$ cat src/hdl/assert_macros.svh
// Assertion macros used by the RTL of the FM demodulator.
`ifndef ASSERT_MACROS_SVH
`define ASSERT_MACROS_SVH

// Checks a property on every rising clock edge outside of reset.
`define ASSERT_CLKRST(lbl, prop, msg) \
  lbl: assert property (@(posedge clk_i) disable iff (!rst_ni) (prop)) else $error(msg);

// Checks a property on every rising clock edge, also during reset.
`define ASSERT_CLK(lbl, prop, msg) \
  lbl: assert property (@(posedge clk_i) (prop)) else $error(msg);

`endif

$ cat src/hdl/fmd_pkg.sv
// Package with constants and register indexes of the FM demodulator.
package fmd_pkg;

  localparam int unsigned SampleW = 16;
  localparam int unsigned DcFreeW = SampleW + 1;
  localparam int unsigned ProdW   = 2 * DcFreeW;
  localparam int unsigned AccW    = 32;
  localparam int unsigned AudioW  = 12;
  localparam int unsigned CfgIdxW = 3;
  localparam int unsigned CfgDataW = 6;

  localparam logic signed [AccW:0] MidScale = 33'sd2048;
  localparam logic signed [AccW:0] OutMax   = 33'sd4095;

  typedef enum logic [CfgIdxW-1:0] {
    CFG_DC_SHIFT    = 3'd0,
    CFG_DISC_SHIFT  = 3'd1,
    CFG_LP_SHIFT    = 3'd2,
    CFG_DEEMP_SHIFT = 3'd3,
    CFG_SWAP_IQ     = 3'd4
  } cfg_idx_e;

endpackage

$ cat src/hdl/fm_iq_demodulator.sv
// FM demodulator: pipeline of DC blockers, cross-product discriminator and IIR filters.
// An accepted transaction passes s1 to s6 and the output register to audio_out_o.
// One I/Q transaction per cycle unless stalled; feedback loops close in one stage.
// A one-entry skid register at the input keeps in_stall_o a registered signal.
// Reset clears the filter state and pipeline valids and loads the register defaults.
module fm_iq_demodulator (
  input  logic                                    clk_i,
  input  logic                                    rst_ni,
  input  logic                                    in_valid_i,
  output logic                                    in_stall_o,
  input  logic signed [fmd_pkg::SampleW-1:0]      i_sample_i,
  input  logic signed [fmd_pkg::SampleW-1:0]      q_sample_i,
  output logic                                    out_valid_o,
  input  logic                                    out_stall_i,
  output logic        [fmd_pkg::AudioW-1:0]       audio_out_o,
  input  logic                                    cfg_we_i,
  input  logic        [fmd_pkg::CfgIdxW-1:0]      cfg_index_i,
  input  logic        [fmd_pkg::CfgDataW-1:0]     cfg_data_i
);

  localparam int unsigned SW = fmd_pkg::SampleW;
  localparam int unsigned DW = fmd_pkg::DcFreeW;
  localparam int unsigned PW = fmd_pkg::ProdW;
  localparam int unsigned AW = fmd_pkg::AccW;

  // Configuration registers.
  logic [3:0] dc_shift_q, lp_shift_q, deemp_shift_q;
  logic [5:0] disc_shift_q;
  logic       swap_iq_q;

  // Handshake and pipeline control.
  logic adv, in_acc;
  logic skid_valid_q, s1_valid_q, s2_valid_q, s3_valid_q, s4_valid_q;
  logic s5_valid_q, s6_valid_q, out_valid_q;

  // Payload registers.
  logic signed [SW-1:0] skid_i_q, skid_q_q, s1_i_q, s1_q_q, src_i, src_q;
  logic signed [DW-1:0] s2_i_q, s2_q_q, s2_ilast_q, s2_qlast_q;
  logic signed [PW-1:0] s3_pi_q, s3_pq_q;
  logic signed [AW-1:0] s4_d_q;
  logic [fmd_pkg::AudioW-1:0] audio_q;

  // Filter state.
  logic signed [SW-1:0] i_off_q, q_off_q, i_off_d, q_off_d;
  logic signed [DW-1:0] i_last_q, q_last_q, i_free, q_free;
  logic signed [AW-1:0] lp_acc_q, lp_acc_d, de_acc_q, de_acc_d;

  // Combinational intermediates.
  logic signed [DW-1:0] i_diff, q_diff, i_step, q_step, i_osum, q_osum;
  logic signed [PW:0]   pd, pd_sh;
  logic signed [AW:0]   lp_diff, lp_step, de_diff, de_step, audio_sum;
  logic signed [AW+1:0] lp_sum, de_sum;
  logic [fmd_pkg::AudioW-1:0] audio_d;

  assign adv         = !out_valid_q || !out_stall_i;
  assign in_stall_o  = skid_valid_q;
  assign in_acc      = in_valid_i && !skid_valid_q;
  assign out_valid_o = out_valid_q;
  assign audio_out_o = audio_q;

  assign src_i = skid_valid_q ? skid_i_q : i_sample_i;
  assign src_q = skid_valid_q ? skid_q_q : q_sample_i;

  // DC blockers.
  always_comb begin
    i_diff  = DW'(s1_i_q) - DW'(i_off_q);
    q_diff  = DW'(s1_q_q) - DW'(q_off_q);
    i_step  = i_diff >>> dc_shift_q;
    q_step  = q_diff >>> dc_shift_q;
    i_osum  = DW'(i_off_q) + i_step;
    q_osum  = DW'(q_off_q) + q_step;
    i_off_d = i_osum[SW-1:0];
    q_off_d = q_osum[SW-1:0];
    i_free  = DW'(s1_i_q) - DW'(i_off_d);
    q_free  = DW'(s1_q_q) - DW'(q_off_d);
  end

  // Discriminator scaling and the two IIR stages.
  always_comb begin
    pd       = (PW+1)'(s3_pi_q) - (PW+1)'(s3_pq_q);
    pd_sh    = pd >>> disc_shift_q;
    lp_diff  = (AW+1)'(s4_d_q) - (AW+1)'(lp_acc_q);
    lp_step  = lp_diff >>> lp_shift_q;
    lp_sum   = (AW+2)'(lp_acc_q) + (AW+2)'(lp_step);
    lp_acc_d = lp_sum[AW-1:0];
    de_diff  = (AW+1)'(lp_acc_q) - (AW+1)'(de_acc_q);
    de_step  = de_diff >>> deemp_shift_q;
    de_sum   = (AW+2)'(de_acc_q) + (AW+2)'(de_step);
    de_acc_d = de_sum[AW-1:0];
  end

  // Offset to midscale and saturate for the DAC.
  always_comb begin
    audio_sum = fmd_pkg::MidScale + (AW+1)'(de_acc_q);
    if (audio_sum < 0) begin
      audio_d = '0;
    end else if (audio_sum > fmd_pkg::OutMax) begin
      audio_d = '1;
    end else begin
      audio_d = audio_sum[fmd_pkg::AudioW-1:0];
    end
  end

  always_ff @(posedge clk_i or negedge rst_ni) begin
    if (!rst_ni) begin
      dc_shift_q    <= 4'd10;
      disc_shift_q  <= 6'd18;
      lp_shift_q    <= 4'd4;
      deemp_shift_q <= 4'd5;
      swap_iq_q     <= 1'b0;
    end else if (cfg_we_i) begin
      case (cfg_index_i)
        fmd_pkg::CFG_DC_SHIFT:    dc_shift_q    <= cfg_data_i[3:0];
        fmd_pkg::CFG_DISC_SHIFT:  disc_shift_q  <= cfg_data_i[5:0];
        fmd_pkg::CFG_LP_SHIFT:    lp_shift_q    <= cfg_data_i[3:0];
        fmd_pkg::CFG_DEEMP_SHIFT: deemp_shift_q <= cfg_data_i[3:0];
        fmd_pkg::CFG_SWAP_IQ:     swap_iq_q     <= cfg_data_i[0];
        default: ;
      endcase
    end
  end

  always_ff @(posedge clk_i or negedge rst_ni) begin
    if (!rst_ni) begin
      skid_valid_q <= 1'b0;
      s1_valid_q   <= 1'b0;
      s2_valid_q   <= 1'b0;
      s3_valid_q   <= 1'b0;
      s4_valid_q   <= 1'b0;
      s5_valid_q   <= 1'b0;
      s6_valid_q   <= 1'b0;
      out_valid_q  <= 1'b0;
    end else if (adv) begin
      skid_valid_q <= 1'b0;
      s1_valid_q   <= skid_valid_q || in_acc;
      s2_valid_q   <= s1_valid_q;
      s3_valid_q   <= s2_valid_q;
      s4_valid_q   <= s3_valid_q;
      s5_valid_q   <= s4_valid_q;
      s6_valid_q   <= s5_valid_q;
      out_valid_q  <= s6_valid_q;
    end else if (in_acc) begin
      skid_valid_q <= 1'b1;
    end
  end

  always_ff @(posedge clk_i or negedge rst_ni) begin
    if (!rst_ni) begin
      i_off_q  <= '0;
      q_off_q  <= '0;
      i_last_q <= '0;
      q_last_q <= '0;
      lp_acc_q <= '0;
      de_acc_q <= '0;
    end else if (adv) begin
      if (s1_valid_q) begin
        i_off_q  <= i_off_d;
        q_off_q  <= q_off_d;
        i_last_q <= i_free;
        q_last_q <= q_free;
      end
      if (s4_valid_q) begin
        lp_acc_q <= lp_acc_d;
      end
      if (s5_valid_q) begin
        de_acc_q <= de_acc_d;
      end
    end
  end

  always_ff @(posedge clk_i) begin
    if (!adv && in_acc) begin
      skid_i_q <= i_sample_i;
      skid_q_q <= q_sample_i;
    end
    if (adv) begin
      s1_i_q     <= swap_iq_q ? src_q : src_i;
      s1_q_q     <= swap_iq_q ? src_i : src_q;
      s2_i_q     <= i_free;
      s2_q_q     <= q_free;
      s2_ilast_q <= i_last_q;
      s2_qlast_q <= q_last_q;
      s3_pi_q    <= PW'(s2_i_q) * PW'(s2_qlast_q);
      s3_pq_q    <= PW'(s2_q_q) * PW'(s2_ilast_q);
      s4_d_q     <= pd_sh[AW-1:0];
      audio_q    <= audio_d;
    end
  end

  `include "assert_macros.svh"

  `ASSERT_CLKRST(a_skid_fills_on_stall, $rose(skid_valid_q) |-> $past(!adv && in_acc), "bad skid")
  `ASSERT_CLKRST(a_accept_enters_pipe, (in_acc && adv) |=> s1_valid_q, "transaction lost")
  `ASSERT_CLKRST(a_out_from_last_stage, $rose(out_valid_q) |-> $past(s6_valid_q), "stray result")
  `ASSERT_CLK(a_reset_clears_out, !rst_ni |-> !out_valid_o && !in_stall_o, "active in reset")

endmodule
$ cat config.mk
export PLATFORM = sky130hd
export DESIGN_NAME = fm_iq_demodulator
export DESIGN_NICKNAME = d
export VERILOG_FILES = /design/src/hdl/fmd_pkg.sv /design/src/hdl/fm_iq_demodulator.sv
export VERILOG_INCLUDE_DIRS = /design/src /design/src/hdl
export SDC_FILE = /design/constraint.sdc
export NUM_CORES = 2
export LEC_CHECK = 0
export BUFFER_PORTS_ARGS = -buffer_cell sky130_fd_sc_hd__buf_2
export CORE_ASPECT_RATIO = 2
export CORE_MARGIN = 4
export CORE_UTILIZATION = 60
export CTS_BUF_LIST = sky130_fd_sc_hd__clkbuf_8
export DETAILED_ROUTE_END_ITERATION = 8
export PLACE_DENSITY = 0.84
export SYNTH_ARGS = -nofsm -noshare
export SYNTH_HDL_FRONTEND = slang
export SYNTH_SLANG_ARGS = --single-unit
export TNS_END_PERCENT = 1
$ cat constraint.sdc
create_clock -name clk_i -period 10.75 [get_ports clk_i]
set_input_delay 2.6875 -clock clk_i [delete_from_list [all_inputs] [get_ports clk_i]]
set_output_delay 2.6875 -clock clk_i [all_outputs]
set_load 0.01 [all_outputs]
==> results.sh <==
export IMPL_fin_util_pct=63.4
export IMPL_row_count=156
export IMPL_hold_violations=0
export IMPL_ant_nets=0
export IMPL_placed_cells=6915
export IMPL_grtUsageTotal_pct=34.8
export IMPL_slew_headroom_pct=12.6
export IMPL_die_w_um=221
export IMPL_root_buffer="clkbuf_8"
export IMPL_cts_tree="yes"
export IMPL_portBuffers=59
export IMPL_max_freq_ghz=0.124
export IMPL_drtPass1Iterations=8
export IMPL_hold_class="reg -> reg"
export IMPL_nets=6864
export IMPL_netlist_area_um2=54400
export IMPL_status="finished clean"
export IMPL_vias_per_cell=6.23
export IMPL_die_area_um2=95900
export IMPL_fillers=7413
export IMPL_setup_tns_ps=0
export IMPL_via_count=43943
export IMPL_ys_seq_area_share_pct=20.7
export IMPL_min_period_ps=8080
export IMPL_post_cts_buffers=0
export IMPL_postCtsHoldBufs=0
export IMPL_clockBufferDepth=3
export IMPL_io_pins=60
export IMPL_cap_violations=0
export IMPL_syn_to_final_growth_pct=5.13
export IMPL_ctsHtreeMaxLevel=3
export IMPL_period_share_pct=75.1
export IMPL_syn_nets=6931
export IMPL_overflow=0
export IMPL_clock_sinks=401
export IMPL_slew_viol_final=0
export IMPL_synthFlopType="edfxtp_1"
export IMPL_fin_skew_ps=52.0
export IMPL_setup_violations=0
export IMPL_synth_avg_cell_area_um2=9.28
export IMPL_grt_max_degree=73
export IMPL_critPathMaxFanout=4
export IMPL_clkTransAtPathRegs_ps=70
export IMPL_hpwl_um=134000
export IMPL_final_common_cell="inv_1"
export IMPL_yosysUniqueCellTypes=101
export IMPL_drive_above_1_share_pct=7.23
export IMPL_synthCells=5866
export IMPL_drt_wl_total_um=167000
export IMPL_final_cell_mix="871 x inv_1, 613 x nand2_1, 603 x fa_1, 416 x ha_1, 297 x a21oi_1"
export IMPL_worst_pin_slew_ps=1300
export IMPL_worstPathArrival_ps=8710
export IMPL_yosysWarnings=0
export IMPL_rsz0062_at_grt="false"
export IMPL_die_h_um=434
export IMPL_first_iter_violations=2948
export IMPL_postSynth_asyncResetShare_pct=39.2
export IMPL_crit_path_end_kind="register"
export IMPL_cpPeakStageDelay_ps=500
export IMPL_synth_edf_count=244
export IMPL_antenna_found_initial=10
export IMPL_r2r_slack_ps=2670
export IMPL_post_drt_wl_per_cell_um=23.6
export IMPL_postCtsResizedCells=0
export IMPL_drc=0
export IMPL_grt_pass1_wl_um=257000
export IMPL_grt_pass1_vias=47202
export IMPL_critPathKind="reg -> reg"
export IMPL_clk_latency_ps=760
export IMPL_ys_ff_latch=401
export IMPL_crit_path_top_delay_cell="a311oi_1"
export IMPL_gp_congestion=1.04
export IMPL_start_util_pct=60.3
export IMPL_startpoint_type="register"
export IMPL_core_area_um2=90200
export IMPL_cp_required_ps=11380
export IMPL_cts_buffers=67
export IMPL_instances_no_fill=7049
-- per-layer routing --
| layer | share of wire (%) | up-vias | global-route usage [%] | wire length [um] |
|---|---|---|---|---|
| met4 | 15 | 0 | 39.9 | 24500 |
| li1 | - | 19654 | - | - |
| met5 | 0 | - | 0 | 0 |
| met1 | 29 | 21479 | 29.9 | 47700 |
| met2 | 52 | 1861 | 63.2 | 86200 |
| met3 | 4.9 | 949 | 5.71 | 8200 |
-- critical path: cells and delay by family (launching register included) --
family | cells | cell delay (ps)
muxes | 3 | 750
AOI/OAI and AO/OA | 15 | 3500
and+or+nand+nor | 4 | 550
xor gates and xnor gates | 2 | 370
DFF | 1 | 400
adders and majority gates | 7 | 2390
-- cell type report --
type	count	area, um^2	area share, %
Sequential cell	401	11300	19.7
Antenna cell	10	25.0	0.0437
Timing Repair Buffer	91	542	0.947
Inverter	862	3240	5.66
Clock buffer	71	977	1.71
Clock inverter	53	596	1.04
Tap cell	1185	1480	2.59
Multi-Input combinational cell	4376	39100	68.3
-- cells in the mapped netlist, types with 29 or more instances --
cell	n	area share, %
mux2i_1	164	3.0
o31ai_1	29	0.40
a211oi_1	61	0.84
xnor2_1	183	2.9
nand2_1	616	4.2
nor3_1	84	0.77
a21o_1	127	1.8
a31oi_1	39	0.45
nor2_1	276	1.9
inv_1	854	5.9
o21a_1	62	0.86
and3_1	29	0.33
edfxtp_1	244	13
clkbuf_1	193	1.3
buf_1	31	0.21
or3_1	33	0.38
fa_1	603	22
nand2b_1	61	0.70
xor2_1	98	1.6
nor2b_1	45	0.52
o21bai_1	32	0.44
mux4_2	68	2.8
mux2_2	92	1.9
o211ai_1	35	0.48
and2_1	276	3.2
ha_1	416	9.6
a21oi_1	297	2.7
nand3_1	79	0.73
dfrtp_1	150	6.9
o21ai_0	274	2.5
-- per-stage QoR --
step	hold WS, ps	setup slack (ps)	instance area [um^2]
6_report	438	2670	57200
5_1_grt	460	2120	57200
4_1_cts	439	2740	57200
3_5_place_dp	428	2800	55600
3_3_place_gp	431	2870	55600
2_1_floorplan	419	2220	54400
-- registers in the layout, indices dropped and copies added (netlist names), 17 cells and up --
signal and count:
de_acc_q 32, i_last_q 17, lp_acc_q 32, q_last_q 17
s2_i_q 17, s2_ilast_q 17, s2_q_q 17, s2_qlast_q 17
s3_pi_q 34, s3_pq_q 34, s4_d_q 32
-- kinds of logic after synthesis --
logic type	Yosys count	share of synthesized area, %
adder cells (fa/ha/maj)	1025	31.9
XOR/XNOR	282	4.55
multiplexers	325	7.76
AND/OR/NAND/NOR	1587	13.9
AO/OA/AOI/OAI	1157	13.7
flip-flops	401	20.7
buffers and inverters	1089	7.52
-- worst paths after layout --
kind                            endpoint         from  cells after the start
max in group asynchronous     in_stall_o       rst_ni                      3
setup reg to reg            q_last_q[14]   q_off_q[0]                     31
setup / recovery            q_last_q[14]   q_off_q[0]                     31
hold reg to reg            s2_ilast_q[4]  i_last_q[4]                      0
hold / removal             s2_ilast_q[4]  i_last_q[4]                      0
min in group asynchronous    de_acc_q[5]       rst_ni                      1
Power is left out: the tool's default activity adds up to more than one toggle a clock period on the data nets, which glitch-free logic cannot reach.
